==> config.mk <==
export PLATFORM = sky130hd
export DESIGN_NAME = fdt_structure_token_parser_core
export DESIGN_NICKNAME = d
export VERILOG_FILES = /design/src/rtl/core/fdtp_pkg.sv /design/src/rtl/core/fdtp_parser.sv /design/src/rtl/core/fdtp_skid.sv /design/src/rtl/core/fdt_structure_token_parser_core.sv
export SDC_FILE = /design/constraint.sdc
export NUM_CORES = 1
export LEC_CHECK = 0
export BUFFER_PORTS_ARGS = -buffer_cell sky130_fd_sc_hd__buf_2
export CAP_MARGIN = 20
export CORE_UTILIZATION = 52
export CTS_CLUSTER_DIAMETER = 80
export DETAILED_ROUTE_END_ITERATION = 10
export MAX_ROUTING_LAYER = met4
export PLACE_DENSITY = 0.74
export RECOVER_POWER = 50
export SYNTH_ARGS = -nofsm -noshare
export SYNTH_HDL_FRONTEND = slang
export SYNTH_SLANG_ARGS = --single-unit
==> constraint.sdc <==
create_clock -name clock -period 7.5 [get_ports clock]
set_clock_uncertainty 0.05 [all_clocks]
set_input_delay 0.75 -clock clock [delete_from_list [all_inputs] [get_ports clock]]
set_output_delay 0.75 -clock clock [all_outputs]
set_load 0.005 [all_outputs]
==> src/rtl/core/fdtp_pkg.sv <==
// Shared types and constants for the device-tree structure token parser.
package fdtp_pkg;

   localparam int unsigned WORD_W    = 32;
   localparam int unsigned DEPTH_W   = 6;
   localparam int unsigned MAX_DEPTH = 63;
   localparam int unsigned LEFT_W    = 31;

   // Structure-block token codes
   localparam logic [WORD_W-1:0] TOK_BEGIN_NODE = 32'd1;
   localparam logic [WORD_W-1:0] TOK_END_NODE   = 32'd2;
   localparam logic [WORD_W-1:0] TOK_PROP       = 32'd3;
   localparam logic [WORD_W-1:0] TOK_NOP        = 32'd4;
   localparam logic [WORD_W-1:0] TOK_END        = 32'd9;

   typedef enum logic [2:0] {
      KIND_BEGIN = 3'd0,
      KIND_ENDN  = 3'd1,
      KIND_PROP  = 3'd2,
      KIND_NOP   = 3'd3,
      KIND_END   = 3'd4,
      KIND_NAMEW = 3'd5,
      KIND_DATAW = 3'd6,
      KIND_ERR   = 3'd7
   } kind_type;

   typedef enum logic [2:0] {
      PH_TOKEN = 3'd0,
      PH_NAME  = 3'd1,
      PH_PLEN  = 3'd2,
      PH_POFF  = 3'd3,
      PH_DATA  = 3'd4,
      PH_ERROR = 3'd5
   } phase_type;

   typedef struct packed {
      kind_type             kind;
      logic [WORD_W-1:0]    value;
      logic [WORD_W-1:0]    prop_length;
      logic [DEPTH_W-1:0]   depth;
      logic                 last;
   } result_type;

endpackage

==> src/rtl/core/fdtp_parser.sv <==
// Token parser state machine: consumes one word per request, yields at most one result.
module fdtp_parser
   import fdtp_pkg::*;
(
   input  logic              clock,
   input  logic              reset,
   input  logic              csr_wr_en,
   input  logic [WORD_W-1:0] csr_wr_data,
   input  logic              take,
   input  logic [WORD_W-1:0] word,
   output logic              res_valid,
   output result_type        res
);

   localparam logic [DEPTH_W-1:0] DepthMax = DEPTH_W'(MAX_DEPTH);
   localparam logic [WORD_W-1:0]  PosSat   = {WORD_W{1'b1}};

   phase_type           phase_ff, phase_in;
   logic [WORD_W-1:0]   struct_bytes_ff;
   logic [WORD_W-1:0]   pos_ff, pos_in;
   logic [LEFT_W-1:0]   left_ff, left_in;
   logic [WORD_W-1:0]   len_ff, len_in;
   logic [DEPTH_W-1:0]  depth_ff, depth_in;

   logic                at_limit;
   logic                active;
   logic                zero_byte;
   logic [LEFT_W-1:0]   words_needed;

   assign at_limit  = (phase_ff == PH_TOKEN) && (pos_ff >= struct_bytes_ff);
   assign active    = take && (phase_ff != PH_ERROR) && !at_limit;
   assign zero_byte = (word[31:24] == 8'd0) || (word[23:16] == 8'd0) ||
                      (word[15:8] == 8'd0) || (word[7:0] == 8'd0);
   assign words_needed = {1'b0, len_ff[WORD_W-1:2]} + LEFT_W'(|len_ff[1:0]);

   // Next state
   always_comb begin
      phase_in = phase_ff;
      if (active) begin
         unique case (phase_ff)
            PH_TOKEN: begin
               if (word == TOK_BEGIN_NODE) begin
                  phase_in = PH_NAME;
               end else if (word == TOK_PROP) begin
                  phase_in = PH_PLEN;
               end else if (word == TOK_END_NODE || word == TOK_NOP || word == TOK_END) begin
                  phase_in = PH_TOKEN;
               end else begin
                  phase_in = PH_ERROR;
               end
            end
            PH_NAME: begin
               if (zero_byte) phase_in = PH_TOKEN;
            end
            PH_PLEN:  phase_in = PH_POFF;
            PH_POFF:  phase_in = (words_needed == '0) ? PH_TOKEN : PH_DATA;
            PH_DATA: begin
               if (left_ff <= LEFT_W'(1)) phase_in = PH_TOKEN;
            end
            PH_ERROR: phase_in = PH_ERROR;
            default:  phase_in = PH_ERROR;
         endcase
      end
   end

   // Datapath and result
   always_comb begin
      pos_in          = pos_ff;
      left_in         = left_ff;
      len_in          = len_ff;
      depth_in        = depth_ff;
      res_valid       = 1'b0;
      res.kind        = KIND_NOP;
      res.value       = '0;
      res.prop_length = '0;
      res.last        = 1'b0;
      if (active) begin
         pos_in = (pos_ff > (PosSat - WORD_W'(4))) ? PosSat : pos_ff + WORD_W'(4);
         unique case (phase_ff)
            PH_TOKEN: begin
               res_valid = (word != TOK_PROP);
               if (word == TOK_BEGIN_NODE) begin
                  if (depth_ff < DepthMax) depth_in = depth_ff + DEPTH_W'(1);
                  res.kind = KIND_BEGIN;
               end else if (word == TOK_END_NODE) begin
                  if (depth_ff != '0) depth_in = depth_ff - DEPTH_W'(1);
                  res.kind = KIND_ENDN;
               end else if (word == TOK_NOP) begin
                  res.kind = KIND_NOP;
               end else if (word == TOK_END) begin
                  res.kind = KIND_END;
               end else if (word != TOK_PROP) begin
                  res.kind  = KIND_ERR;
                  res.value = word;
               end
            end
            PH_NAME: begin
               res_valid = 1'b1;
               res.kind  = KIND_NAMEW;
               res.value = word;
               res.last  = zero_byte;
            end
            PH_PLEN: len_in = word;
            PH_POFF: begin
               left_in         = words_needed;
               res_valid       = 1'b1;
               res.kind        = KIND_PROP;
               res.value       = word;
               res.prop_length = len_ff;
            end
            PH_DATA: begin
               res_valid = 1'b1;
               res.kind  = KIND_DATAW;
               res.value = word;
               if (left_ff <= LEFT_W'(1)) begin
                  left_in  = '0;
                  res.last = 1'b1;
               end else begin
                  left_in = left_ff - LEFT_W'(1);
               end
            end
            PH_ERROR: res_valid = 1'b0;
            default:  res_valid = 1'b0;
         endcase
      end
      res.depth = depth_in;
   end

   always_ff @(posedge clock) begin
      if (reset) begin
         phase_ff        <= PH_TOKEN;
         struct_bytes_ff <= '0;
         pos_ff          <= '0;
         left_ff         <= '0;
         len_ff          <= '0;
         depth_ff        <= '0;
      end else begin
         phase_ff <= phase_in;
         pos_ff   <= pos_in;
         left_ff  <= left_in;
         len_ff   <= len_in;
         depth_ff <= depth_in;
         if (csr_wr_en) struct_bytes_ff <= csr_wr_data;
      end
   end

endmodule

==> src/rtl/core/fdtp_skid.sv <==
// Two-entry result buffer: output register plus skid stage.
module fdtp_skid
   import fdtp_pkg::*;
(
   input  logic       clock,
   input  logic       reset,
   input  logic       push,
   input  result_type push_data,
   output logic       space,
   output logic       out_valid,
   input  logic       out_ready,
   output result_type out_data
);

   logic       head_vld_ff, tail_vld_ff;
   result_type head_ff, tail_ff;
   logic       pop;

   assign pop       = head_vld_ff && out_ready;
   assign space     = !tail_vld_ff;
   assign out_valid = head_vld_ff;
   assign out_data  = head_ff;

   always_ff @(posedge clock) begin
      if (reset) begin
         head_vld_ff <= 1'b0;
         tail_vld_ff <= 1'b0;
      end else begin
         if (pop) begin
            if (tail_vld_ff) begin
               head_ff     <= tail_ff;
               head_vld_ff <= 1'b1;
               tail_vld_ff <= push;
               if (push) tail_ff <= push_data;
            end else begin
               head_vld_ff <= push;
               if (push) head_ff <= push_data;
            end
         end else if (push) begin
            if (!head_vld_ff) begin
               head_ff     <= push_data;
               head_vld_ff <= 1'b1;
            end else begin
               tail_ff     <= push_data;
               tail_vld_ff <= 1'b1;
            end
         end
      end
   end

endmodule

==> src/rtl/core/fdt_structure_token_parser_core.sv <==
// Top level of the device-tree structure token parser.
//  channel | direction | ports
//  req     | in        | req_valid, req_ready, req_word
//  rsp     | out       | rsp_valid, rsp_ready, rsp_kind/value/prop_length/depth/last
//  csr     | in        | csr_wr_en, csr_wr_data (structure block size in bytes)
// One word is taken per cycle while req_ready is high; any result is registered.
// Reset is synchronous and returns the parser to the expect-token phase at byte 0.
// A two-entry result buffer keeps req_ready high while one result waits on rsp;
// req_ready drops only when both entries are full.
module fdt_structure_token_parser_core
   import fdtp_pkg::*;
(
   input  logic               clock,
   input  logic               reset,
   input  logic               req_valid,
   output logic               req_ready,
   input  logic [WORD_W-1:0]  req_word,
   output logic               rsp_valid,
   input  logic               rsp_ready,
   output logic [2:0]         rsp_kind,
   output logic [WORD_W-1:0]  rsp_value,
   output logic [WORD_W-1:0]  rsp_prop_length,
   output logic [DEPTH_W-1:0] rsp_depth,
   output logic               rsp_last,
   input  logic               csr_wr_en,
   input  logic [WORD_W-1:0]  csr_wr_data
);

   logic       take;
   logic       res_valid;
   result_type res;
   result_type head;

   assign take = req_valid && req_ready;

   fdtp_parser u_parser (
      .clock       (clock),
      .reset       (reset),
      .csr_wr_en   (csr_wr_en),
      .csr_wr_data (csr_wr_data),
      .take        (take),
      .word        (req_word),
      .res_valid   (res_valid),
      .res         (res)
   );

   fdtp_skid u_skid (
      .clock     (clock),
      .reset     (reset),
      .push      (res_valid),
      .push_data (res),
      .space     (req_ready),
      .out_valid (rsp_valid),
      .out_ready (rsp_ready),
      .out_data  (head)
   );

   assign rsp_kind        = head.kind;
   assign rsp_value       = head.value;
   assign rsp_prop_length = head.prop_length;
   assign rsp_depth       = head.depth;
   assign rsp_last        = head.last;

endmodule
==> impl_metrics.env <==
export IMPL_fmax_mhz=209.9
export IMPL_final_cell_mix="148 x edfxtp_1, 142 x nand2_1, 137 x dfxtp_1"
export IMPL_power_density_nw_per_um2=223.7
export IMPL_setup_worst_path_end_class="flop"
export IMPL_use_met3=0.02765
export IMPL_critPathArrivalTime_ns=5.14
export IMPL_worstReg2RegStart="u_parser.pos_ff[14]"
export IMPL_fin_crit_sh=0.6352
export IMPL_fill_cells=2297
export IMPL_core_sq_um=26950
export IMPL_drive_gt1_frac=0.1334
export IMPL_routabilityCongestion=0.9313
export IMPL_grt_pass1_vias=10570
export IMPL_viasPerCell=5.996
export IMPL_track_usage=0.2393
export IMPL_rsz0062_at_grt="no"
export IMPL_grt_busiest_layer="met2"
export IMPL_synth_top_cells_by_area="edfxtp_1 31%, dfxtp_1 19%, nand2_1 3.7%"
export IMPL_seq_area_frac_synth=0.5034
export IMPL_wl_per_cell_um=17.26
export IMPL_multi_input_area_sq_um=6462
export IMPL_gr_usage_met2=0.3937
export IMPL_synth_area_sq_um=14280
export IMPL_instances_no_fill=1923
export IMPL_synth_warnings=0
export IMPL_reg2reg_depth=11
export IMPL_routed_wl_mm=33.20
export IMPL_finalHoldViolCount=0
export IMPL_rows=60
export IMPL_endpoint="u_skid.tail_ff[53]"
export IMPL_async_reset_ff_frac=0
export IMPL_violations="max-capacitance violations, max-slew violations"
export IMPL_cp_start_kind="flop"
export IMPL_yosys_area_top_type="edfxtp_1"
export IMPL_synthFlopType="edfxtp_1"
export IMPL_cts_sinks=285
export IMPL_seq_area_sq_um=7187
export IMPL_tns_ns=0
export IMPL_grt_antenna_before_repair=0
export IMPL_layout_min_cycle_time_ns=4.764
export IMPL_gr_total_overflow=0
export IMPL_r2r_end="u_skid.tail_ff[53]"
export IMPL_final_common_cell="edfxtp_1"
export IMPL_cts_root_buf="clkbuf_16"
export IMPL_routed_via_count=11530
export IMPL_h_tree_depth=1
export IMPL_clockBufferDepth=3
export IMPL_drt_iter0_markers=942
export IMPL_cap_violations=2
export IMPL_synth_cell_types=77
export IMPL_numPortBuffers=144
export IMPL_die_area_sq_um=28120
export IMPL_power_leakage_nw=6.339
export IMPL_n_antenna_cell=0
export IMPL_route_detailed_drc=0
export IMPL_avgSynthCellArea_sq_um=9.732
export IMPL_dp_cells=1865
export IMPL_finalNetCount=1668
export IMPL_critPathMaxFanout=64
export IMPL_status="complete, but fails checks"
export IMPL_postCtsSetupRepairBufs=0
export IMPL_syn2layout_area_growth_pct=12.59
export IMPL_top_level_ports=145
export IMPL_startpoint="u_parser.pos_ff[14]"
export IMPL_fp_dieH_um=167.7
export IMPL_r2r_slack_ns=2.74
export IMPL_slew_headroom=-0.5256
export IMPL_syn_nets=1577
export IMPL_synth_seq_cells=285
export IMPL_tightest_slew_ns=2.288
export IMPL_start_util=0.5297
export IMPL_finalSetupViolations=0
export IMPL_cts_resized=0
export IMPL_required_ns=7.87
export IMPL_synth_edf_count=148
export IMPL_cts_inserted_buffers=30
export IMPL_use_met1=0.3080
export IMPL_die_w_um=167.7
export IMPL_ant_nets=0
export IMPL_postCtsHoldBufs=0
export IMPL_synth_top_area_share=0.3113
export IMPL_syn_inst=1467
export IMPL_tritoncts="yes"
export IMPL_dp_hpwl_mm=22.22
export IMPL_vdd_drop_max_mv=0.1912
export IMPL_finalMaxSlewViolations=86
export IMPL_whs_ns=0.3806
export IMPL_grt_pass1_wl_mm=53.79
export IMPL_min_path_type="in -> reg"
export IMPL_drt_pass1_iter_count=5
export IMPL_criticalPathCategory="reg -> reg"
export IMPL_grt_max_degree=88
export IMPL_path_clk_slew_ns=0.06
export IMPL_clk_latency_ns=0.56
[final cells by class]
class / count / share of cell area
inverter: 58 / 0.01354
multi-input combinational: 1027 / 0.4020
clock buffer: 37 / 0.05021
timing repair buffer: 156 / 0.04834
sequential: 285 / 0.4471
clock inverter: 19 / 0.01222
tap: 341 / 0.02654
[how the worst min path moves through the flow]
stage	start	end	slack [ns]	cells after the start
floorplan	u_parser.left_ff[14]	u_parser.left_ff[14]	0.39	2
global placement	u_parser.left_ff[14]	u_parser.left_ff[14]	0.40	2
detailed placement	u_parser.len_ff[1]	u_parser.len_ff[1]	0.40	2
CTS	csr_wr_data[12]	u_parser.struct_bytes_ff[12]	0.36	3
global route	csr_wr_data[21]	u_parser.struct_bytes_ff[21]	0.38	3
finish	csr_wr_data[8]	u_parser.struct_bytes_ff[8]	0.38	3
[sequential cells by signal (all words and copies together), names as in the netlist]
name / flops
u_parser.depth_ff: 6
u_skid.tail_ff: 74
u_skid.out_valid: 1
u_parser.len_ff: 32
u_skid.out_data: 74
u_parser.pos_ff: 31
u_parser.struct_bytes_ff: 32
u_skid.tail_vld_ff: 1
u_parser.phase_ff: 3
u_parser.left_ff: 31
[report_power, final]
group          internal, mW  switching, mW
Sequential             1.69         0.0285
Combinational         0.140          0.249
Clock                 0.870          0.619
[synthesized netlist by cell type, types with 33 or more instances]
master      n
o21ai_0    54
ha_1       41
nand3_1    42
and2_1     37
and3_1     46
a21oi_1    97
nor2_1    121
mux2i_1    36
inv_1      58
nor3_1     47
edfxtp_1  148
nand2_1   142
dfxtp_1   137
a21o_1     36
clkbuf_1   73
a22o_1     33
nand4_1    35
[cells by family after synthesis]
family / synth area share
xor+xnor: 0.02945
flops: 0.5034
simple gates: 0.2114
buf+inv: 0.04338
fa+ha+maj: 0.03593
mux: 0.02840
compound gates: 0.1480
[worst max-delay path: stages, from the launching register on]
cell and delay (ns):
dfxtp_1 0.42, ha_1 0.30, a21o_1 0.19, a21oi_1 0.22, and4bb_2 0.26, a31oi_1 0.18, o31ai_4 0.21, clkbuf_1 1.08
nand2_1 0.66, nor3_4 0.30, buf_4 0.49, and2_1 0.22
[routing by layer]
metal | vias to the layer above | routed length (um)
met5 | - | 0
met3 | 76 | 1672
li1 | 5552 | -
met4 | 0 | 1113
met1 | 5529 | 14500
met2 | 374 | 15910
[per-stage QoR]
step	cell area, sq um	power, mW	util	setup slack [ns]
final	16070	3.595	0.5964	2.736
after floorplan	14290	2.019	-	1.855
after CTS	16150	3.623	0.5993	3.429
after global routing	16070	3.717	0.5964	2.374
after detailed placement	15150	2.138	0.5620	3.460
after global placement	15150	2.129	0.5620	3.582
Note: power is estimated with default switching activity, not from simulation.
